$ cat src/rtl/core/wcsp_pkg.sv
// Package for the WAVE chunk stream parser: widths, tags, phase and status codes, result type.
package wcsp_pkg;

  localparam int unsigned BYTE_W   = 8;
  localparam int unsigned STATUS_W = 3;
  localparam int unsigned HALF_W   = 16;
  localparam int unsigned WORD_W   = 32;
  localparam int unsigned TOTAL_W  = 34;
  localparam int unsigned PHASE_W  = 3;

  // Chunk tags and RIFF form, little-endian as gathered
  localparam logic [WORD_W-1:0] TAG_RIFF  = 32'h4646_4952;
  localparam logic [WORD_W-1:0] TAG_FMT   = 32'h2074_6D66;
  localparam logic [WORD_W-1:0] TAG_DATA  = 32'h6174_6164;
  localparam logic [WORD_W-1:0] FORM_WAVE = 32'h4556_4157;

  localparam logic [HALF_W-1:0] FMT_PCM = 16'd1;

  // Parse phases
  localparam logic [PHASE_W-1:0] PH_HDR   = 3'd0;
  localparam logic [PHASE_W-1:0] PH_FORM  = 3'd1;
  localparam logic [PHASE_W-1:0] PH_FMT   = 3'd2;
  localparam logic [PHASE_W-1:0] PH_EXT   = 3'd3;
  localparam logic [PHASE_W-1:0] PH_SKIPX = 3'd4;
  localparam logic [PHASE_W-1:0] PH_DATA  = 3'd5;
  localparam logic [PHASE_W-1:0] PH_SKIP  = 3'd6;

  // Status codes
  localparam logic [STATUS_W-1:0] ST_OK        = 3'd0;
  localparam logic [STATUS_W-1:0] ST_NOT_WAVE  = 3'd1;
  localparam logic [STATUS_W-1:0] ST_BAD_FMT   = 3'd2;
  localparam logic [STATUS_W-1:0] ST_NOT_PCM   = 3'd3;
  localparam logic [STATUS_W-1:0] ST_TRUNCATED = 3'd4;
  localparam logic [STATUS_W-1:0] ST_SIZE_MISM = 3'd5;

  // Result kinds
  localparam logic KIND_PAYLOAD = 1'b0;
  localparam logic KIND_STATUS  = 1'b1;

  typedef struct packed {
    logic                kind;
    logic [BYTE_W-1:0]   payload_byte;
    logic [STATUS_W-1:0] status_code;
    logic [HALF_W-1:0]   channel_count;
    logic [WORD_W-1:0]   samples_per_second;
    logic [HALF_W-1:0]   sample_bits;
    logic [WORD_W-1:0]   payload_length;
    logic                final_item;
  } result_t;

endpackage

$ cat src/rtl/core/wcsp_if.sv
// Valid/ready channel interfaces for the parser's byte input and result output.
interface wcsp_in_if;
  import wcsp_pkg::*;

  logic              valid;
  logic              ready;
  logic [BYTE_W-1:0] data_byte;
  logic              end_mark;

  modport source (output valid, data_byte, end_mark, input ready);
  modport sink   (input valid, data_byte, end_mark, output ready);
endinterface

interface wcsp_out_if;
  import wcsp_pkg::*;

  logic                valid;
  logic                ready;
  logic                kind;
  logic [BYTE_W-1:0]   payload_byte;
  logic [STATUS_W-1:0] status_code;
  logic [HALF_W-1:0]   channel_count;
  logic [WORD_W-1:0]   samples_per_second;
  logic [HALF_W-1:0]   sample_bits;
  logic [WORD_W-1:0]   payload_length;
  logic                final_item;

  modport source (output valid, kind, payload_byte, status_code, channel_count,
                  samples_per_second, sample_bits, payload_length, final_item,
                  input ready);
  modport sink   (input valid, kind, payload_byte, status_code, channel_count,
                  samples_per_second, sample_bits, payload_length, final_item,
                  output ready);
endinterface

$ cat src/rtl/core/wave_chunk_stream_parser.sv
// WAVE chunk stream parser top level: byte-wise RIFF/WAVE header walk with payload pass-through.
//
//  channel  | dir | handshake     | payload
//  ---------+-----+---------------+------------------------------------------------
//  stream   | in  | valid / ready | data_byte[7:0], end_mark
//  result   | out | valid / ready | kind, payload_byte, status_code, channel_count,
//           |     |               | samples_per_second, sample_bits, payload_length,
//           |     |               | final_item
//
// One byte per cycle while stream.ready is high: each accepted transaction is parsed in
// the cycle it arrives; its result (if any) goes to the output register or the skid entry.
// Output side is an output register plus one skid entry; stream.ready drops only
// while the skid entry is full (a second result waiting behind a stalled output
// register) and rises again in the cycle after the next result.ready.
// rst (synchronous, active high) returns the parser to the header phase with all
// totals and saved fmt fields cleared and both output entries empty.
// The end mark also returns the parse state to reset for the next stream.
module wave_chunk_stream_parser (
  input  logic              clk,
  input  logic              rst,
  wcsp_in_if.sink           stream,
  wcsp_out_if.source        result
);
  import wcsp_pkg::*;

  // Parse state
  logic [PHASE_W-1:0]  phase,      phase_next;
  logic [WORD_W-1:0]   pos,        pos_next;      // byte index or bytes left
  logic [WORD_W-1:0]   tag,        tag_next;      // tag, form, fmt code + extra size
  logic [WORD_W-1:0]   len,        len_next;
  logic [63:0]         fmt_buf,    fmt_buf_next;  // channels, rate, bits
  logic [WORD_W-1:0]   riff_size,  riff_size_next;
  logic [TOTAL_W-1:0]  fmt_total,  fmt_total_next;
  logic [TOTAL_W-1:0]  data_total, data_total_next;
  logic [TOTAL_W-1:0]  unk_total,  unk_total_next;
  logic [HALF_W-1:0]   saved_ch,   saved_ch_next;
  logic [WORD_W-1:0]   saved_rate, saved_rate_next;
  logic [HALF_W-1:0]   saved_bits, saved_bits_next;
  logic [STATUS_W-1:0] err,        err_next;

  // Output register and skid entry
  logic    out_valid, skid_valid;
  result_t out_r, skid_r;

  logic               accept, pop;
  logic               have_res;
  result_t            res;
  logic               finish;
  logic [STATUS_W-1:0] err_code;
  logic [WORD_W-1:0]  extra_w;
  logic [35:0]        size_sum;
  logic [WORD_W-1:0]  last_len;

  assign stream.ready = !skid_valid;
  assign accept       = stream.valid && stream.ready;
  assign pop          = out_valid && result.ready;

  // Declared length of the last full data chunk
  assign last_len = (data_total != '0) ? (data_total[WORD_W-1:0] - 32'd8) : '0;
  assign size_sum = 36'd4 + {2'b00, fmt_total} + {2'b00, data_total}
                  + {2'b00, unk_total};

  always_comb begin
    phase_next      = phase;
    pos_next        = pos;
    tag_next        = tag;
    len_next        = len;
    fmt_buf_next    = fmt_buf;
    riff_size_next  = riff_size;
    fmt_total_next  = fmt_total;
    data_total_next = data_total;
    unk_total_next  = unk_total;
    saved_ch_next   = saved_ch;
    saved_rate_next = saved_rate;
    saved_bits_next = saved_bits;
    err_next        = err;
    have_res        = 1'b0;
    res             = '0;
    finish          = 1'b0;
    err_code        = ST_OK;
    extra_w         = '0;

    // status template: current saved fields
    res.kind               = KIND_STATUS;
    res.channel_count      = saved_ch;
    res.samples_per_second = saved_rate;
    res.sample_bits        = saved_bits;
    res.payload_length     = last_len;
    res.final_item         = 1'b1;

    if (accept) begin
      if (stream.end_mark) begin
        if (err == ST_OK) begin
          have_res = 1'b1;
          if (phase == PH_HDR && pos == '0) begin
            res.status_code = (size_sum == {4'd0, riff_size}) ? ST_OK : ST_SIZE_MISM;
          end else begin
            res.status_code = ST_TRUNCATED;
          end
        end
        // end mark always restarts the parser
        phase_next      = PH_HDR;
        pos_next        = '0;
        tag_next        = '0;
        len_next        = '0;
        fmt_buf_next    = '0;
        riff_size_next  = '0;
        fmt_total_next  = '0;
        data_total_next = '0;
        unk_total_next  = '0;
        saved_ch_next   = '0;
        saved_rate_next = '0;
        saved_bits_next = '0;
        err_next        = ST_OK;
      end else if (err == ST_OK) begin
        case (phase)
          PH_FORM: begin
            tag_next[{pos[1:0], 3'b000} +: 8] = stream.data_byte;
            pos_next = pos + 32'd1;
            if (pos >= 32'd3) begin
              if (tag_next != FORM_WAVE) begin
                err_code = ST_NOT_WAVE;
              end else begin
                riff_size_next = len;
                phase_next     = PH_HDR;
                pos_next       = '0;
              end
            end
          end
          PH_FMT: begin
            if (pos < 32'd2) begin
              tag_next[{1'b0, pos[0], 3'b000} +: 8] = stream.data_byte;
            end else if (pos < 32'd8) begin
              fmt_buf_next[{pos[2:0] - 3'd2, 3'b000} +: 8] = stream.data_byte;
            end else if (pos >= 32'd14 && pos < 32'd16) begin
              fmt_buf_next[{2'b11, pos[0], 3'b000} +: 8] = stream.data_byte;
            end
            pos_next = pos + 32'd1;
            if (pos >= 32'd15) begin
              pos_next = '0;
              if (len == 32'd16) begin
                finish = 1'b1;
              end else if (len == 32'd18) begin
                phase_next = PH_EXT;
              end else begin
                err_code = ST_BAD_FMT;
              end
            end
          end
          PH_EXT: begin
            tag_next[{1'b1, pos[0], 3'b000} +: 8] = stream.data_byte;
            extra_w  = {16'd0, tag_next[31:16]};
            pos_next = pos + 32'd1;
            if (pos >= 32'd1) begin
              unk_total_next = unk_total + {2'b00, extra_w};
              if (extra_w == '0) begin
                finish = 1'b1;
              end else begin
                pos_next   = extra_w;
                phase_next = PH_SKIPX;
              end
            end
          end
          PH_SKIPX: begin
            pos_next = pos - 32'd1;
            if (pos_next == '0) begin
              finish = 1'b1;
            end
          end
          PH_DATA: begin
            have_res           = 1'b1;
            res                = '0;
            res.kind           = KIND_PAYLOAD;
            res.payload_byte   = stream.data_byte;
            pos_next = pos - 32'd1;
            if (pos_next == '0) begin
              data_total_next = {2'b00, len} + 34'd8;
              phase_next      = PH_HDR;
            end
          end
          PH_SKIP: begin
            pos_next = pos - 32'd1;
            if (pos_next == '0) begin
              phase_next = PH_HDR;
            end
          end
          default: begin
            // chunk header: 4 tag bytes then 4 length bytes
            if (pos == '0) begin
              tag_next = '0;
              len_next = '0;
            end
            if (pos < 32'd4) begin
              tag_next[{pos[1:0], 3'b000} +: 8] = stream.data_byte;
            end else begin
              len_next[{pos[1:0], 3'b000} +: 8] = stream.data_byte;
            end
            pos_next   = pos + 32'd1;
            phase_next = PH_HDR;
            if (pos >= 32'd7) begin
              pos_next = '0;
              if (tag == TAG_RIFF) begin
                tag_next   = '0;
                phase_next = PH_FORM;
              end else if (tag == TAG_FMT) begin
                tag_next     = '0;
                fmt_buf_next = '0;
                phase_next   = PH_FMT;
              end else if (tag == TAG_DATA) begin
                if (len_next == '0) begin
                  data_total_next = 34'd8;
                end else begin
                  pos_next   = len_next;
                  phase_next = PH_DATA;
                end
              end else begin
                unk_total_next = unk_total + {2'b00, len_next} + 34'd8;
                pos_next       = len_next;
                phase_next     = (len_next == '0) ? PH_HDR : PH_SKIP;
              end
            end
          end
        endcase

        // close of an fmt chunk: PCM check, then keep its fields
        if (finish) begin
          if (tag_next[15:0] != FMT_PCM) begin
            err_code = ST_NOT_PCM;
          end else begin
            saved_ch_next   = fmt_buf_next[15:0];
            saved_rate_next = fmt_buf_next[47:16];
            saved_bits_next = fmt_buf_next[63:48];
            fmt_total_next  = {2'b00, len} + 34'd8;
            phase_next      = PH_HDR;
            pos_next        = '0;
          end
        end

        // first error: report it now, ignore bytes until the end mark
        if (err_code != ST_OK) begin
          err_next        = err_code;
          have_res        = 1'b1;
          res.status_code = err_code;
        end
      end
    end
  end

  always_ff @(posedge clk) begin
    if (rst) begin
      phase      <= PH_HDR;
      pos        <= '0;
      tag        <= '0;
      len        <= '0;
      fmt_buf    <= '0;
      riff_size  <= '0;
      fmt_total  <= '0;
      data_total <= '0;
      unk_total  <= '0;
      saved_ch   <= '0;
      saved_rate <= '0;
      saved_bits <= '0;
      err        <= ST_OK;
    end else begin
      phase      <= phase_next;
      pos        <= pos_next;
      tag        <= tag_next;
      len        <= len_next;
      fmt_buf    <= fmt_buf_next;
      riff_size  <= riff_size_next;
      fmt_total  <= fmt_total_next;
      data_total <= data_total_next;
      unk_total  <= unk_total_next;
      saved_ch   <= saved_ch_next;
      saved_rate <= saved_rate_next;
      saved_bits <= saved_bits_next;
      err        <= err_next;
    end
  end

  // Output register with skid entry; new results only arrive while skid is empty
  always_ff @(posedge clk) begin
    if (rst) begin
      out_valid  <= 1'b0;
      skid_valid <= 1'b0;
    end else begin
      if (pop) begin
        if (skid_valid) begin
          out_r      <= skid_r;
          skid_valid <= 1'b0;
        end else begin
          out_valid <= have_res;
          out_r     <= res;
        end
      end else if (out_valid) begin
        if (have_res) begin
          skid_r     <= res;
          skid_valid <= 1'b1;
        end
      end else begin
        out_valid <= have_res;
        out_r     <= res;
      end
    end
  end

  assign result.valid              = out_valid;
  assign result.kind               = out_r.kind;
  assign result.payload_byte       = out_r.payload_byte;
  assign result.status_code        = out_r.status_code;
  assign result.channel_count      = out_r.channel_count;
  assign result.samples_per_second = out_r.samples_per_second;
  assign result.sample_bits        = out_r.sample_bits;
  assign result.payload_length     = out_r.payload_length;
  assign result.final_item         = out_r.final_item;

endmodule
$ cat src/flat_wrapper.sv
// flat-port wrapper written by rule: the top's interface ports become plain ports
module wave_chunk_stream_parser_flat import wcsp_pkg::*;
  (clk, rst, stream_valid, stream_data_byte, stream_end_mark, stream_ready, result_valid, result_kind, result_payload_byte, result_status_code, result_channel_count, result_samples_per_second, result_sample_bits, result_payload_length, result_final_item, result_ready);
  wcsp_in_if stream_i ();
  wcsp_out_if result_i ();
  input  logic clk;
  input  logic rst;
  input wire logic [$bits(stream_i.valid)-1:0] stream_valid;
  input wire logic [$bits(stream_i.data_byte)-1:0] stream_data_byte;
  input wire logic [$bits(stream_i.end_mark)-1:0] stream_end_mark;
  output wire logic [$bits(stream_i.ready)-1:0] stream_ready;
  output wire logic [$bits(result_i.valid)-1:0] result_valid;
  output wire logic [$bits(result_i.kind)-1:0] result_kind;
  output wire logic [$bits(result_i.payload_byte)-1:0] result_payload_byte;
  output wire logic [$bits(result_i.status_code)-1:0] result_status_code;
  output wire logic [$bits(result_i.channel_count)-1:0] result_channel_count;
  output wire logic [$bits(result_i.samples_per_second)-1:0] result_samples_per_second;
  output wire logic [$bits(result_i.sample_bits)-1:0] result_sample_bits;
  output wire logic [$bits(result_i.payload_length)-1:0] result_payload_length;
  output wire logic [$bits(result_i.final_item)-1:0] result_final_item;
  input wire logic [$bits(result_i.ready)-1:0] result_ready;
  assign stream_i.valid = stream_valid;
  assign stream_i.data_byte = stream_data_byte;
  assign stream_i.end_mark = stream_end_mark;
  assign stream_ready = stream_i.ready;
  assign result_valid = result_i.valid;
  assign result_kind = result_i.kind;
  assign result_payload_byte = result_i.payload_byte;
  assign result_status_code = result_i.status_code;
  assign result_channel_count = result_i.channel_count;
  assign result_samples_per_second = result_i.samples_per_second;
  assign result_sample_bits = result_i.sample_bits;
  assign result_payload_length = result_i.payload_length;
  assign result_final_item = result_i.final_item;
  assign result_i.ready = result_ready;
  wave_chunk_stream_parser u_core (.clk(clk), .rst(rst), .stream(stream_i), .result(result_i));
endmodule
$ cat config.mk
export PLATFORM = sky130hd
export DESIGN_NAME = wave_chunk_stream_parser_flat
export DESIGN_NICKNAME = d
export VERILOG_FILES = /design/src/rtl/core/wcsp_pkg.sv /design/src/rtl/core/wcsp_if.sv /design/src/rtl/core/wave_chunk_stream_parser.sv /design/src/flat_wrapper.sv
export SDC_FILE = /design/constraint.sdc
export NUM_CORES = 2
export LEC_CHECK = 0
export BUFFER_PORTS_ARGS = -buffer_cell sky130_fd_sc_hd__buf_2
export CAP_MARGIN = 0
export CORE_UTILIZATION = 50
export CTS_CLUSTER_DIAMETER = 120
export DETAILED_ROUTE_END_ITERATION = 7
export HOLD_SLACK_MARGIN = 0.05
export PLACE_DENSITY_LB_ADDON = 0.25
export SETUP_SLACK_MARGIN = 0.02
export SYNTH_ARGS = -nofsm -noshare
export SYNTH_HDL_FRONTEND = slang
export SYNTH_SLANG_ARGS = --single-unit
$ cat constraint.sdc
create_clock -name clk -period 15.9 [get_ports clk]
set_input_delay 2.385 -clock clk [delete_from_list [all_inputs] [get_ports clk]]
set_output_delay 2.385 -clock clk [all_outputs]
set_load 0.005 [all_outputs]
==> run_results.csv <==
group,metric,value,unit
outcome,outcome,"complete, no violations",
route,detailroute.via_count,34800,
setup_path,crit-reg2reg-launch,"u_core.pos[0]",
floorplanning,die-height,273,um
worst_hold_path,hp-class,"reg -> reg",
floorplanning,start_util,50.5,%
pwr,p_comb_share,25.7,%
yosys,synth.cell_area,36800,um2
route,total_drc_errors_in_the_routed_layout,0,
yosys,synth.top_cells.by_area,"dfxtp_1 20%, edfxtp_1 18%, nor2_1 4.8%, ha_1 4.4%, a21oi_1 3.9%",
setup_path,worst_r2r_path_depth,16,
sta,fin_tns_setup,0,ns
setup_path,crit_path_max_incr_delay,1.14,ns
setup_path,cp-start-kind,"flip-flop",
finish,final_common_cell,"nor2_1",
finish,num_antenna_cells,0,
worst_hold_path,worstHoldStart,"u_core.err[0]",
pwr,share_clk_of_total_power,35.2,%
yosys,synth_top_area_share,19.7,%
grt,groute.usage.overall,35.4,%
clock_network,ctsHoldBuffers,0,
sta,grt_setup_unrepaired,"no",
yosys,synthCells,4291,
clock_network,worstSkewPairLatency,0.68,ns
yosys,synth_flop_cell,"dfxtp_1",
worst_hold_path,worst_hold_path.endpoint,"u_core.err[0]",
route,violation_count_after_the_first_detailed_routing_iteration,4465,
pwr,power_leakage,15.3,nW
setup_path,timing.critical_path.to_type,"flip-flop",
pwr,power.switching_fraction,34.9,%
finish,drive_above_1_share,10.6,%
sta,fin_crit,7.68,ns
sta,clock.fmax,130,MHz
pwr,power.switching,1.44,mW
route,drt-wirelength-per-cell,25.9,um
floorplanning,die_width,273,um
finish,n_fill_cell,6694,
setup_path,crit_fanout,54,
clock_network,cts_htree_levels,2,
yosys,ys_seq_elements,579,
setup_path,crit-reg2reg-capture,"u_core.skid_r[95]",
setup_path,worst-setup-path-type,"reg -> reg",
sta,clock_skew,0.0494,ns
clock_network,cts.root.buffer_cell,"clkbuf_16",
setup_path,critical_path_arrival,7.98,ns
floorplanning,floorplan.die_area,74700,um2
floorplanning,num_rows,99,
clock_network,cts_tree,"yes",
yosys,xor_xnor_fraction_of_synth_area,4.52,%
yosys,postSynthAreaPerCell,8.58,um2
clock_network,clock_sink_count,579,
sta,timing.final.hold_violations,0,
sta,setup_violations,0,
sta,hold_ws,0.455,ns
floorplanning,core-area,72800,um2
route,antenna_left,0,
yosys,syn-num-nets,4469,
clock_network,cts_inserted_buffers,61,
worst_hold_path,cells_on_worst_hold_path,2,
placed_design,port_buffers,123,
pwr,intPower,2.69,mW
finish,syn2layout_area_growth,8.85,%
yosys,synth_compound_area_share,22.6,%
sta,worstMarginPinSlew,1.45,ns
route,wirelength,136000,um
yosys,synthAdderAreaFrac,6.34,%
setup_path,required,16.19,ns
clock_network,postCtsResizedCells,0,
yosys,synth.distinct_cells,102,
setup_path,worst-r2r-setup-slack,8.22,ns
sta,layout_worst_path_cycle_share,48.3,%
pwr,powerDensity,103,nW/um2
placed_design,placedCellCount,5134,
route,drt-pass1-iter-count,6,
floorplanning,floorplan.io_pins,124,
pwr,vdd.ir_drop.worst,0.000125,V
yosys,number_of_synthesized_flops_with_an_enable_pin,216,
finish,most_frequent_cells_in_the_layout,"466 x nor2_1, 362 x dfxtp_1, 347 x nand2_1, 282 x a21oi_1, 216 x edfxtp_1",
finish,design.final.nets,4416,
yosys,combinational_family_with_the_most_area_after_synthesis,"compound AO/OA/AOI/OAI gates",
yosys,synth-seq-area-share,37.4,%
placed_design,dp_hpwl,98000,um
yosys,simple_gate_share_of_the_synthesized_area,20.1,%
finish,final_cells,5247,
setup_path,critPathSlowestCell,"nor4_1",
sta,timing.final.max_slew_violations,0,
grt,grt_antenna_before_repair,1,
grt,globalRoute.totalOverflow,0,
yosys,synth_top_area_cell,"dfxtp_1",
pwr,power.sequential.fraction,39.1,%
clock_network,post-cts-setup-buffers,0,
clock_network,cts.clk_slew.worst_paths,0.06,ns
clock_network,clockBufferDepth,3,
grt,grt_max_degree,80,
yosys,yosys_synthesis_warning_count,0,
grt,grt_pass1_vias,31700,
yosys,ys_async_sr_fraction,0,%
setup_path,path_common_cell,"buf_4",
grt,global_route_wire_length_before_repair,203000,um
setup_path,cp_cell_sequence,"clkinv_1, buf_4, ha_1, nor3b_1, nand2_1, nor4_1, xnor2_1, nand4_1, nor4_1, a41oi_2, a31oi_1, nor2_1, a21oi_1, nor4b_4, buf_4, buf_4",
route,vias_per_cell,6.62,
sta,slew_headroom,2.73,%
placed_design,gp_congestion,1.04,
yosys,synth.mux.area_fraction,3.69,%
job,max_cap_violations,0,
[power by group through the flow]
| stage | Sequential [mW] | Combinational [mW] | Clock (mW) |
|---|---|---|---|
| 6_report | 1.62 | 1.06 | 1.45 |
| 5_1_grt | 1.62 | 1.12 | 1.52 |
| 4_1_cts | 1.61 | 1.02 | 1.47 |
| 3_5_place_dp | 1.65 | 1.02 | 0 |
| 3_3_place_gp | 1.65 | 1.02 | 0 |
| 2_1_floorplan | 1.62 | 0.698 | 0 |
[synthesized netlist by cell type (48+ instances only)]
cell,number
a21oi_1,285
a22o_1,87
a22oi_1,154
a31oi_1,52
and2_1,87
clkbuf_1,264
dfxtp_1,363
edfxtp_1,216
ha_1,129
inv_1,187
mux2_2,78
mux2i_1,48
nand2_1,348
nand3_1,106
nand4_1,64
nor2_1,468
nor3_1,136
nor4_1,57
o21ai_0,194
o2bb2ai_1,67
xnor2_1,116
xor2_1,74
[flip-flops by register name, summed over array words and instances (netlist names), 33 cells and up]
name	cells
u_core.data_total	33
u_core.fmt_buf	64
u_core.fmt_total	33
u_core.skid_r	108
u_core.unk_total	34
[critical path, delay by kind of cell (launching register included)]
kind / cells / cell delay [ns]
buffers and inverters: 4 / 1.60
AOI/OAI and AO/OA: 3 / 1.05
DFF: 1 / 0.49
xor gates and xnor gates: 1 / 0.20
adders and majority gates: 1 / 0.84
and+or+nand+nor: 7 / 3.02
[layout make-up]
cell class | instances | area [um2] | area share (%)
Clock inverter | 33 | 374 | 0.934
Inverter | 189 | 709 | 1.77
Sequential cell | 579 | 13800 | 34.3
Tap cell | 959 | 1200 | 3.00
Multi-Input combinational cell | 3208 | 21200 | 52.9
Clock buffer | 80 | 1650 | 4.11
Timing Repair Buffer | 199 | 1190 | 2.98
[worst max path at each step]
stage                     slack (ns)                 from                   end  cells after the start
after floorplan                 4.78  stream_data_byte[5]      u_core.skid_r[0]                     11
after global placement          8.34  stream_data_byte[2]  u_core.unk_total[32]                     16
after detailed placement        8.23  stream_data_byte[2]  u_core.unk_total[32]                     16
after CTS                       8.58        u_core.pos[0]     u_core.skid_r[33]                     16
after global routing            7.87        u_core.pos[0]     u_core.skid_r[33]                     16
final                           8.22        u_core.pos[0]     u_core.skid_r[95]                     16
[per-layer routing]
metal	vias up	GRT usage (%)	routed length [um]
met5	-	0	13
met4	2	14.8	6320
met3	339	7.21	14800
met2	2025	51.4	56600
met1	16700	50.9	58300
li1	15700	-	-
[per-stage QoR]
| step | setup slack (ns) | util (%) | area (um2) | power (mW) |
|---|---|---|---|---|
| 6_report | 8.22 | 55.0 | 40100 | 4.13 |
| 5_1_grt | 7.87 | 55.0 | 40100 | 4.26 |
| 4_1_cts | 8.58 | 55.0 | 40100 | 4.10 |
| 3_5_place_dp | 8.23 | 52.2 | 38000 | 2.66 |
| 3_3_place_gp | 8.34 | 52.2 | 38000 | 2.66 |
| 2_1_floorplan | 4.78 | - | 36800 | 2.32 |
[kinds of logic after synthesis]
logic type                 count (synthesis)
and+or+nand+nor                         1510
AOI/OAI and AO/OA                       1217
DFF                                      579
buffers and inverters                    504
xor gates and xnor gates                 190
adders and majority gates                165
muxes                                    126
Note: power is estimated with default switching activity, not from simulation.
